[src/hdl/hsv_rainbow_to_rgbw_pixel_core_macros.svh]
// Assertion macros shared by the pixel core.
`ifndef HSV_RAINBOW_TO_RGBW_PIXEL_CORE_MACROS_SVH
`define HSV_RAINBOW_TO_RGBW_PIXEL_CORE_MACROS_SVH

// Condition in a cycle implies a consequence in the same cycle.
`define HSVRGBW_ASSERT_NOW(label, clk, rst, cond, consq, msg) \
   label: assert property (@(posedge clk) disable iff (rst) (cond) |-> (consq)) \
      else $error(msg);

// Condition in a cycle implies a consequence in the next cycle.
`define HSVRGBW_ASSERT_NEXT(label, clk, rst, cond, consq, msg) \
   label: assert property (@(posedge clk) disable iff (rst) (cond) |=> (consq)) \
      else $error(msg);

`endif

[src/hdl/hsvrgbw_pkg.sv]
package hsvrgbw_pkg;

   // Configuration register indexes.
   typedef enum logic [2:0] {
      CSR_CORR_RED      = 3'd0,
      CSR_CORR_GREEN    = 3'd1,
      CSR_CORR_BLUE     = 3'd2,
      CSR_SAT_GAIN      = 3'd3,
      CSR_BRIGHTNESS    = 3'd4,
      CSR_STRIP_WHITE   = 3'd5,
      CSR_CHANNEL_ORDER = 3'd6
   } csr_index_type;

   // Rainbow segments selected by the top three hue bits.
   typedef enum logic [2:0] {
      SEG_RED    = 3'd0,
      SEG_ORANGE = 3'd1,
      SEG_YELLOW = 3'd2,
      SEG_GREEN  = 3'd3,
      SEG_AQUA   = 3'd4,
      SEG_BLUE   = 3'd5,
      SEG_PURPLE = 3'd6,
      SEG_PINK   = 3'd7
   } seg_type;

   localparam int CSR_INDEX_W = 3;
   localparam int CSR_DATA_W  = 24;

   localparam logic [7:0] LEVEL_MAX   = 8'd255;
   localparam logic [7:0] LEVEL_HIGH  = 8'd171;
   localparam logic [7:0] LEVEL_LOW   = 8'd85;
   localparam logic [7:0] LEVEL_MID   = 8'd170;
   localparam logic [7:0] THIRD_RECIP = 8'd171;
   localparam logic [8:0] WHITE_SHIFT = 9'd8;
   localparam logic [8:0] WORD_BITS   = 9'd32;

   localparam logic [23:0] CHANNEL_ORDER_RESET = 24'h081000;

   typedef struct packed {
      logic [7:0] r;
      logic [7:0] g;
      logic [7:0] b;
   } rgb_type;

   typedef struct packed {
      logic [7:0] r;
      logic [7:0] g;
      logic [7:0] b;
      logic [7:0] w;
   } px_type;

   // First stage: gained saturation, squared value, rainbow levels.
   typedef struct packed {
      logic [7:0] sat;
      logic [7:0] vsq;
      rgb_type    rb;
   } s1_type;

   // Second stage: scaled value, desaturation term, saturation products.
   typedef struct packed {
      logic       sat_zero;
      logic       sat_full;
      logic [7:0] val;
      logic [7:0] desat;
      rgb_type    rb;
      rgb_type    rs;
   } s2_type;

   // Eight-bit scaling: (a * b) >> 8.
   function automatic logic [7:0] mul8(input logic [7:0] a, input logic [7:0] b);
      logic [15:0] p;
      p = {8'd0, a} * {8'd0, b};
      return p[15:8];
   endfunction

   // Offset times eight, divided by three through a reciprocal multiply.
   function automatic logic [7:0] third_of(input logic [4:0] off);
      logic [15:0] p;
      p = {8'd0, off, 3'b000} * {8'd0, THIRD_RECIP};
      return {1'b0, p[15:9]};
   endfunction

   // Eight-segment rainbow; all sums wrap at eight bits.
   function automatic rgb_type rainbow(input logic [7:0] hue);
      logic [7:0] t;
      logic [7:0] t2;
      rgb_type    c;
      t  = third_of(hue[4:0]);
      t2 = {t[6:0], 1'b0};
      case (seg_type'(hue[7:5]))
         SEG_RED: begin
            c.r = LEVEL_MAX - t;   c.g = t;               c.b = 8'd0;
         end
         SEG_ORANGE: begin
            c.r = LEVEL_HIGH;      c.g = LEVEL_LOW + t;   c.b = 8'd0;
         end
         SEG_YELLOW: begin
            c.r = LEVEL_HIGH - t2; c.g = LEVEL_MID + t;   c.b = 8'd0;
         end
         SEG_GREEN: begin
            c.r = 8'd0;            c.g = LEVEL_MAX - t;   c.b = t;
         end
         SEG_AQUA: begin
            c.r = 8'd0;            c.g = LEVEL_HIGH - t2; c.b = LEVEL_LOW + t2;
         end
         SEG_BLUE: begin
            c.r = t;               c.g = 8'd0;            c.b = LEVEL_MAX - t;
         end
         SEG_PURPLE: begin
            c.r = LEVEL_LOW + t;   c.g = 8'd0;            c.b = LEVEL_HIGH - t;
         end
         default: begin
            c.r = LEVEL_MID + t;   c.g = 8'd0;            c.b = LEVEL_LOW - t;
         end
      endcase
      return c;
   endfunction

   // Shift a level into the word; a shift of 32 or more drops it.
   function automatic logic [31:0] place(input logic [7:0] level, input logic [7:0] shift,
                                         input logic white);
      logic [8:0] amount;
      amount = {1'b0, shift} + (white ? WHITE_SHIFT : 9'd0);
      if (amount >= WORD_BITS) begin
         return 32'd0;
      end
      return {24'd0, level} << amount[4:0];
   endfunction

endpackage

[src/hdl/hsv_rainbow_to_rgbw_pixel_core.sv]
// HSV rainbow to packed RGB/RGBW pixel core.
// Input channel req_: one beat carries hue, saturation and value of a pixel.
// Result channel rsp_: one beat carries the packed LED word and the red,
// green, blue and white levels of that pixel. Both channels use valid and
// stall; a beat moves at a clock edge with valid high and stall low.
// Configuration port csr_: a write at an edge with csr_wr_en high sets the
// register named by csr_index; indexes past the list are ignored. Write it
// only while no pixel is in flight.
// A pixel passes through five register stages (scaling, saturation products,
// desaturation and value, colour correction, packing), each holding one pixel;
// rsp_valid rises when it reaches the last. One pixel per cycle while
// rsp_stall stays low.
// When rsp_stall is high the output beat holds, empty stages behind it still
// fill, and req_stall rises once every stage is occupied.
// Reset (synchronous, active high) empties the pipeline and restores the
// configuration defaults: unity gains and corrections, RGB strip, red at
// shift 8, green at 16, blue at 0.
`include "hsv_rainbow_to_rgbw_pixel_core_macros.svh"

module hsv_rainbow_to_rgbw_pixel_core (
   input  logic                                 clock,
   input  logic                                 reset,
   input  logic                                 req_valid,
   output logic                                 req_stall,
   input  logic [7:0]                           req_hue,
   input  logic [7:0]                           req_sat_in,
   input  logic [7:0]                           req_value_in,
   output logic                                 rsp_valid,
   input  logic                                 rsp_stall,
   output logic [31:0]                          rsp_pixel_word,
   output logic [7:0]                           rsp_red_out,
   output logic [7:0]                           rsp_green_out,
   output logic [7:0]                           rsp_blue_out,
   output logic [7:0]                           rsp_white_out,
   input  logic                                 csr_wr_en,
   input  logic [hsvrgbw_pkg::CSR_INDEX_W-1:0]  csr_index,
   input  logic [hsvrgbw_pkg::CSR_DATA_W-1:0]   csr_wdata
);

   logic [7:0]  corr_red_ff;
   logic [7:0]  corr_green_ff;
   logic [7:0]  corr_blue_ff;
   logic [7:0]  sat_gain_ff;
   logic [7:0]  brightness_ff;
   logic        strip_white_ff;
   logic [23:0] channel_order_ff;

   logic v1_ff, v2_ff, v3_ff, v4_ff, v5_ff;
   logic en1, en2, en3, en4, en5;

   hsvrgbw_pkg::s1_type s1_ff, s1_in;
   hsvrgbw_pkg::s2_type s2_ff, s2_in;
   hsvrgbw_pkg::px_type s3_ff, s3_in;
   hsvrgbw_pkg::px_type s4_ff, s4_in;
   hsvrgbw_pkg::px_type s5_ff;
   logic [31:0]         word_ff, word_in;

   logic [7:0]          vadj;
   logic [7:0]          inv;
   hsvrgbw_pkg::px_type mix;

   // Configuration registers.
   always_ff @(posedge clock) begin
      if (reset) begin
         corr_red_ff      <= hsvrgbw_pkg::LEVEL_MAX;
         corr_green_ff    <= hsvrgbw_pkg::LEVEL_MAX;
         corr_blue_ff     <= hsvrgbw_pkg::LEVEL_MAX;
         sat_gain_ff      <= hsvrgbw_pkg::LEVEL_MAX;
         brightness_ff    <= hsvrgbw_pkg::LEVEL_MAX;
         strip_white_ff   <= 1'b0;
         channel_order_ff <= hsvrgbw_pkg::CHANNEL_ORDER_RESET;
      end else if (csr_wr_en) begin
         case (hsvrgbw_pkg::csr_index_type'(csr_index))
            hsvrgbw_pkg::CSR_CORR_RED:      corr_red_ff      <= csr_wdata[7:0];
            hsvrgbw_pkg::CSR_CORR_GREEN:    corr_green_ff    <= csr_wdata[7:0];
            hsvrgbw_pkg::CSR_CORR_BLUE:     corr_blue_ff     <= csr_wdata[7:0];
            hsvrgbw_pkg::CSR_SAT_GAIN:      sat_gain_ff      <= csr_wdata[7:0];
            hsvrgbw_pkg::CSR_BRIGHTNESS:    brightness_ff    <= csr_wdata[7:0];
            hsvrgbw_pkg::CSR_STRIP_WHITE:   strip_white_ff   <= csr_wdata[0];
            hsvrgbw_pkg::CSR_CHANNEL_ORDER: channel_order_ff <= csr_wdata;
            default: begin
            end
         endcase
      end
   end

   // Each stage advances when it is empty or the stage after it advances.
   assign en5       = !v5_ff || !rsp_stall;
   assign en4       = !v4_ff || en5;
   assign en3       = !v3_ff || en4;
   assign en2       = !v2_ff || en3;
   assign en1       = !v1_ff || en2;
   assign req_stall = !en1;

   always_ff @(posedge clock) begin
      if (reset) begin
         v1_ff <= 1'b0;
         v2_ff <= 1'b0;
         v3_ff <= 1'b0;
         v4_ff <= 1'b0;
         v5_ff <= 1'b0;
      end else begin
         if (en1) v1_ff <= req_valid;
         if (en2) v2_ff <= v1_ff;
         if (en3) v3_ff <= v2_ff;
         if (en4) v4_ff <= v3_ff;
         if (en5) v5_ff <= v4_ff;
      end
   end

   // Stage one: saturation gain, value squared, rainbow levels.
   always_comb begin
      s1_in.sat = hsvrgbw_pkg::mul8(req_sat_in, sat_gain_ff);
      s1_in.vsq = hsvrgbw_pkg::mul8(req_value_in, req_value_in);
      s1_in.rb  = hsvrgbw_pkg::rainbow(req_hue);
   end

   // Stage two: brightness, desaturation term, saturation products.
   always_comb begin
      vadj = s1_ff.vsq;
      if (s1_ff.vsq != 8'd0 && s1_ff.vsq != hsvrgbw_pkg::LEVEL_MAX) begin
         vadj = s1_ff.vsq + 8'd1;
      end
      inv            = hsvrgbw_pkg::LEVEL_MAX - s1_ff.sat;
      s2_in.sat_zero = (s1_ff.sat == 8'd0);
      s2_in.sat_full = (s1_ff.sat == hsvrgbw_pkg::LEVEL_MAX);
      s2_in.val      = hsvrgbw_pkg::mul8(vadj, brightness_ff);
      s2_in.desat    = hsvrgbw_pkg::mul8(inv, inv);
      s2_in.rb       = s1_ff.rb;
      s2_in.rs.r     = hsvrgbw_pkg::mul8(s1_ff.rb.r, s1_ff.sat);
      s2_in.rs.g     = hsvrgbw_pkg::mul8(s1_ff.rb.g, s1_ff.sat);
      s2_in.rs.b     = hsvrgbw_pkg::mul8(s1_ff.rb.b, s1_ff.sat);
   end

   // Stage three: blend white in or move it to the white channel, then value.
   always_comb begin
      if (s2_ff.sat_full) begin
         mix = {s2_ff.rb, 8'd0};
      end else if (s2_ff.sat_zero) begin
         if (strip_white_ff) begin
            mix = {8'd0, 8'd0, 8'd0, hsvrgbw_pkg::LEVEL_MAX};
         end else begin
            mix = {hsvrgbw_pkg::LEVEL_MAX, hsvrgbw_pkg::LEVEL_MAX,
                   hsvrgbw_pkg::LEVEL_MAX, 8'd0};
         end
      end else if (strip_white_ff) begin
         mix = {s2_ff.rs, s2_ff.desat};
      end else begin
         mix.r = s2_ff.rs.r + s2_ff.desat;
         mix.g = s2_ff.rs.g + s2_ff.desat;
         mix.b = s2_ff.rs.b + s2_ff.desat;
         mix.w = 8'd0;
      end

      if (s2_ff.val == hsvrgbw_pkg::LEVEL_MAX) begin
         s3_in = mix;
      end else if (s2_ff.val == 8'd0) begin
         s3_in = '0;
      end else begin
         s3_in.r = hsvrgbw_pkg::mul8(mix.r, s2_ff.val);
         s3_in.g = hsvrgbw_pkg::mul8(mix.g, s2_ff.val);
         s3_in.b = hsvrgbw_pkg::mul8(mix.b, s2_ff.val);
         s3_in.w = hsvrgbw_pkg::mul8(mix.w, s2_ff.val);
      end
   end

   // Stage four: colour correction of red, green and blue; white passes through.
   always_comb begin
      s4_in.r = hsvrgbw_pkg::mul8(s3_ff.r, corr_red_ff);
      s4_in.g = hsvrgbw_pkg::mul8(s3_ff.g, corr_green_ff);
      s4_in.b = hsvrgbw_pkg::mul8(s3_ff.b, corr_blue_ff);
      s4_in.w = s3_ff.w;
   end

   // Stage five: pack the channels into the LED word.
   assign word_in = {24'd0, s4_ff.w}
                  | hsvrgbw_pkg::place(s4_ff.r, channel_order_ff[23:16], strip_white_ff)
                  | hsvrgbw_pkg::place(s4_ff.g, channel_order_ff[15:8], strip_white_ff)
                  | hsvrgbw_pkg::place(s4_ff.b, channel_order_ff[7:0], strip_white_ff);

   // Payload registers.
   always_ff @(posedge clock) begin
      if (en1) s1_ff <= s1_in;
      if (en2) s2_ff <= s2_in;
      if (en3) s3_ff <= s3_in;
      if (en4) s4_ff <= s4_in;
      if (en5) begin
         s5_ff   <= s4_ff;
         word_ff <= word_in;
      end
   end

   assign rsp_valid      = v5_ff;
   assign rsp_pixel_word = word_ff;
   assign rsp_red_out    = s5_ff.r;
   assign rsp_green_out  = s5_ff.g;
   assign rsp_blue_out   = s5_ff.b;
   assign rsp_white_out  = s5_ff.w;

   // An accepted beat always lands in the first stage.
   `HSVRGBW_ASSERT_NEXT(a_accept_fills, clock, reset, req_valid && !req_stall, v1_ff, "accepted beat lost at stage one")

   // A held stage keeps its beat.
   `HSVRGBW_ASSERT_NEXT(a_stage2_holds, clock, reset, v2_ff && !en3, v2_ff, "stage two dropped a held beat")

   // Zero value blanks every channel, white included.
   `HSVRGBW_ASSERT_NEXT(a_zero_value, clock, reset, v2_ff && en3 && s2_ff.val == 8'd0, s3_ff == '0, "zero value did not blank the pixel")

endmodule

[config.mk]
export PLATFORM = sky130hd
export DESIGN_NAME = hsv_rainbow_to_rgbw_pixel_core
export DESIGN_NICKNAME = d
export VERILOG_FILES = /design/src/hdl/hsvrgbw_pkg.sv /design/src/hdl/hsv_rainbow_to_rgbw_pixel_core.sv
export VERILOG_INCLUDE_DIRS = /design/src /design/src/hdl
export SDC_FILE = /design/constraint.sdc
export NUM_CORES = 2
export LEC_CHECK = 0
export BUFFER_PORTS_ARGS = -buffer_cell sky130_fd_sc_hd__buf_4
export CORE_MARGIN = 8
export CORE_UTILIZATION = 60
export DETAILED_ROUTE_END_ITERATION = 10
export GPL_TIMING_DRIVEN = 0
export PLACE_DENSITY_LB_ADDON = 0.08
export SYNTH_ARGS = -nofsm -noshare
export SYNTH_HDL_FRONTEND = slang
export SYNTH_SLANG_ARGS = --single-unit
[constraint.sdc]
create_clock -name clock -period 6.9 [get_ports clock]
set_clock_uncertainty 0.15 [all_clocks]
set_input_delay 1.38 -clock clock [delete_from_list [all_inputs] [get_ports clock]]
set_output_delay 1.38 -clock clock [all_outputs]
set_load 0.03 [all_outputs]
* Yosys cells after proc, flatten, opt, wreduce, memory -nomap -nowiden
Cells that the tools add are included.
Operators by class: bitwise gates (word level) 3, shifts and indexed selects 3, multipliers 15, reduce and logical (&&, ||, !) cells 25, equal/unequal tests 15, add/sub/neg operators 15, order comparisons 3, mux-type cells 18
Operators with widths (number):
- 32-bit two-way mux | 12
- 8-bit by 8-bit multiplier with 16-bit output | 14
- 24-bit one-hot mux with 7 select lines | 1
- 8-bit by 5-bit << shifter with 32-bit output | 3
- 32-bit bitwise OR | 2
- 8-bit by 32-bit bitwise OR with 32-bit output | 1
- 9-bit by 6-bit greater-or-equal comparator with 1-bit output, second input constant | 3
- 8-bit adder | 3
- 8-bit by 9-bit adder with 9-bit output | 2
- 3-bit == test, second input constant | 6
- 8-bit == test, second input constant | 2
- 8-bit zero test | 2
- 8-bit by 7-bit subtractor with 8-bit output, first input constant | 2
- 8-bit subtractor, first input constant | 2
- 2-bit AND reduction | 7
- 5-bit by 8-bit multiplier with 13-bit output, second input constant | 1
- 3-bit by 2-bit == test with 1-bit output, second input constant | 4
- 8-bit by 4-bit adder with 9-bit output | 1
- 7-bit by 7-bit adder with 8-bit output, first input constant | 1
- 7-bit by 8-bit adder with 8-bit output, first input constant | 1
- 8-bit by 1-bit adder with 8-bit output, second input constant | 1
- 8-bit by 7-bit adder with 8-bit output, first input constant | 1
- 8-bit two-way mux | 1
- 8-bit != test, second input constant | 1
- 9 further kinds | 23
Word-level totals: output and inout bits 66, bits in registers 304, bits of input ports 56, logic and storage cells 137

* Logic depth before layout (Yosys ltp)
depth after elaboration 8, depth in mapped cells 25, mapped depth without buffers 25

* Worst setup path after synthesis
No wires, ideal clock.
kind register to register, start point register s2_ff[48] (netlist name), end point register s3_ff[30] (netlist name) (data pin), setup slack 0.693 ns, required time 6.494 ns, arrival time 5.801 ns, clock period less this slack 6.207 ns, setup time 0.256 ns, buffers on the path 0, cell stages (with the launch flop) 25, cells stage by stage edfxtp_1 > ha_1 > fa_1 > a21o_1 > a21oi_1 > o21bai_1 > a21oi_1 > xor2_1 > a21o_1 > a2bb2oi_1 > and2_1 > fa_1 > fa_1 > fa_1 > inv_1 > fa_1 > inv_1 > ha_1 > and2_1 > a22oi_1 > a31oi_1 > a21o_1 > a21oi_1 > xnor2_1 > a22o_1
RTL lines:
- from (decl) | line hsv_rainbow_to_rgbw_pixel_core.sv:52 | hsvrgbw_pkg::s2_type s2_ff, s2_in;
- from (signal assigned) | line hsv_rainbow_to_rgbw_pixel_core.sv:184 | if (en2) s2_ff <= s2_in;
- to (signal assigned) | line hsv_rainbow_to_rgbw_pixel_core.sv:185 | if (en3) s3_ff <= s3_in;
- to (decl) | line hsv_rainbow_to_rgbw_pixel_core.sv:53 | hsvrgbw_pkg::px_type s3_ff, s3_in;

==> impl_metrics.toml <==
[critical_path]
reg2reg_from = "s2_ff[65]"
crit_path_end_kind = "flip-flop"
crit_path_cell_trace = "buf_2, buf_2, inv_1, clkbuf_1, nand2_1, a221oi_1, a21o_1, nand2_1, fa_1, fa_1, inv_1, fa_1, inv_1, fa_1, inv_1, ha_1, o21ai_0, o31ai_4, o2111ai_2, nand3_1, a31oi_1, xnor2_1, a32o_1"
path_delay_family = "adder cells"
rrSetupSlack_ns = 0.24
slowest_stage = "fa_1"
critPathRequiredTime_ns = 7.08
critPathLaunchType = "flip-flop"
path_buf_inv = 7
worst_ep_arrival_time_ns = 6.84
slowest_delay_ns = 0.56
r2r_cells = 23
critPathMaxFanout = 10
worstSetupPathType = "flip-flop to flip-flop"
reg2reg_to = "s3_ff[15]"

[logic_synthesis]
syn-cell-area_mm2 = 0.0406
netlist_instances = 4393
synth-edff-count = 234
synth-seq-cells = 304
mappedNetlistNets = 5430
ys_types = 84
syn_area_per_cell_um2 = 9.24
ys_warn_count = 0
ys_seq_area_share_pct = 20.8
ys_async_sr_fraction_pct = 0
yosys_most_used_dff = "edfxtp_1"

[finish]
stdcell_area_mm2 = 0.0443
n_fill_cell = 5602
nNetsFinal = 5610
drive_gt1_share_pct = 6.59
final_cell_mix = "inv_1, nand2_1, ha_1"
stdcell_count = 5476
final_common_cell = "inv_1"
syn2layout_area_growth_pct = 9.14

[placed_design]
dp_hpwl_um = 81300
place_area_mm2 = 0.0427
placedCellCount = 5389
gp_congestion = 0.952
port_buffers = 118

[drt]
ant_nets = 0
dr.pass1.iters = 8
vias = 31300
drc_errors = 0
wl_per_cell_um = 18.5
via_per_inst = 5.72
routed_wl_um = 101000
drt_iter0_markers = 1922

[global_route]
grt_pass1_wl_um = 166000
grt_usage_pct = 26.5
grt_max_degree = 67
grt_pass1_vias = 32200
gr-total-overflow = 0
antenna_found_initial = 2

[floorplan]
initial_core_util_pct = 60.5
die_h_um = 276
fp.dieW_um = 276
die_area_mm2 = 0.0762
coreArea_mm2 = 0.0670
fp-row-count = 95
io_pins = 122

[timing]
tightest_slew_ns = 1.38
finalMaxSlewViolations = 0
timing.final.crit_share_pct = 96.6
fmax_mhz = 150
slew_headroom_pct = 7.34
finalHoldViolCount = 0
post-route-min-period_ns = 6.66
finalSetupViolCount = 0

[status]
status = "finished clean"

[job]
drv_cap = 0

[clock_tree]
h-tree-depth = 2
cts_root_buf = "clkbuf_16"
numCtsBuffers = 37
clk_latency_ns = 0.57
cts_tree = "yes"
cts.sinks = 304
path_clk_slew_ns = 0.06
cts.path.max_buffers = 3
hold_buffers = 0

[min_path]
hold_start = "s3_ff[3]"
whs_path_depth = 0
hp-class = "flip-flop to flip-flop"
hold_end = "s4_ff[3]"
cells in the mapped netlist (8+ instances only):
cell       count  area (um2)
a211oi_1      13        97.6
edfxtp_1     234        7030
o22ai_1       14        87.6
or3_1         17         106
a22o_1        11        96.3
nor2_1       188         706
clkbuf_1     130         488
nor4_1         8        50.1
dfxtp_1       70        1400
mux2i_1       33         330
nand2b_1      33         206
o211ai_1       9        67.6
nand4_1       13        81.3
nand3_1       57         285
a22oi_1       24         180
nor3_1        59         295
a31o_2         9        78.8
o21ai_0      113         566
a21oi_1      158         791
fa_1         476        9530
o31ai_1       15         113
inv_1        652        2450
buf_1         15        56.3
nor2b_1       60         375
a21o_1        23         173
and2_1       422        2640
nand3b_1      35         263
xor2_1        52         455
or2_2         11        68.8
and3_1        34         213
nand2_1      580        2180
o2111ai_1      9        78.8
mux2_2        12         135
ha_1         505        6320
o21bai_1      10        75.1
xnor2_1      101         885
a211o_1       17         149
o21ai_1       13        65.1
o21a_1        14         105
a31oi_1       15        93.8
what timing repair did:
action | CTS | global route
setup buffers | 1 | 17
pin swaps | 0 | 15
resized for setup | 11 | 41
setup endpoints to repair | 20 | 26
state kept, by name (all words and copies together), names as in the netlist, 24 cells and up:
register / cells
channel_order_ff: 24
s4_ff: 32
s2_ff: 66
rsp_pixel_word: 32
s1_ff: 40
s3_ff: 32
worst register-to-register path: cells and delay by family, from the launching register on:
| kind | cells | cell delay (ns) |
|---|---|---|
| buf+inv | 7 | 1.23 |
| flops | 1 | 0.42 |
| compound gates | 7 | 1.78 |
| simple gates | 3 | 0.41 |
| xor+xnor | 1 | 0.13 |
| fa+ha+maj | 5 | 2.34 |
area by class of cell:
type                            instances  area (um2)  area share [%]
Antenna cell                            2        5.00          0.0113
Buffer                                152         589            1.33
Clock buffer                           53        1070            2.42
Clock inverter                         14         154           0.347
Inverter                              658        2470            5.58
Multi-Input combinational cell       3279       29400            66.3
Sequential cell                       304        8430            19.0
Tap cell                              873        1090            2.47
Timing Repair Buffer                  141        1110            2.51
cell families (layout without fill, tap and decap cells):
family / Yosys count / count (layout) / synth area share, %
other: 0 / 2 / 0
AO/OA/AOI/OAI: 547 / 547 / 8.82
flip-flops: 304 / 304 / 20.8
XOR/XNOR: 153 / 153 / 3.30
AND/OR/NAND/NOR: 1547 / 1547 / 19.0
buffers and inverters: 810 / 1018 / 7.53
adder cells (fa/ha/maj): 981 / 981 / 39.1
multiplexers: 51 / 51 / 1.48
worst max-delay path by stage:
stage               from   endpoint  slack [ns]  depth (start not counted)
2_1_floorplan  s2_ff[48]  s3_ff[30]        0.69                         24
3_3_place_gp   s2_ff[48]  s3_ff[30]       -0.40                         23
3_5_place_dp   s2_ff[48]  s3_ff[30]       -0.44                         23
4_1_cts        s2_ff[49]  s3_ff[15]       0.006                         24
5_1_grt        s2_ff[49]  s3_ff[23]       -0.04                         24
6_report       s2_ff[65]  s3_ff[15]        0.24                         23
routing by layer:
metal	up-vias	part of all wire [%]	track usage, %
met3	221	5.9	3.64
met1	15400	43	34.7
met2	903	47	44.9
li1	14800	-	-
met5	-	0	0
met4	0	3.9	9.81
metrics by stage:
stage               setup slack (ns)  hold slack [ns]  TNS (ns)  util [%]
floorplan                      0.693            0.250         0         -
global placement              -0.400            0.252     -3.76      63.5
detailed placement            -0.440            0.267     -4.53      63.6
CTS                          0.00576            0.268         0      65.6
global route                 -0.0425            0.275   -0.0621      66.1
finish                         0.236            0.268         0      66.1
Power is left out: the tool's default activity adds up to more than one toggle a clock period on the data nets, which glitch-free logic cannot reach.
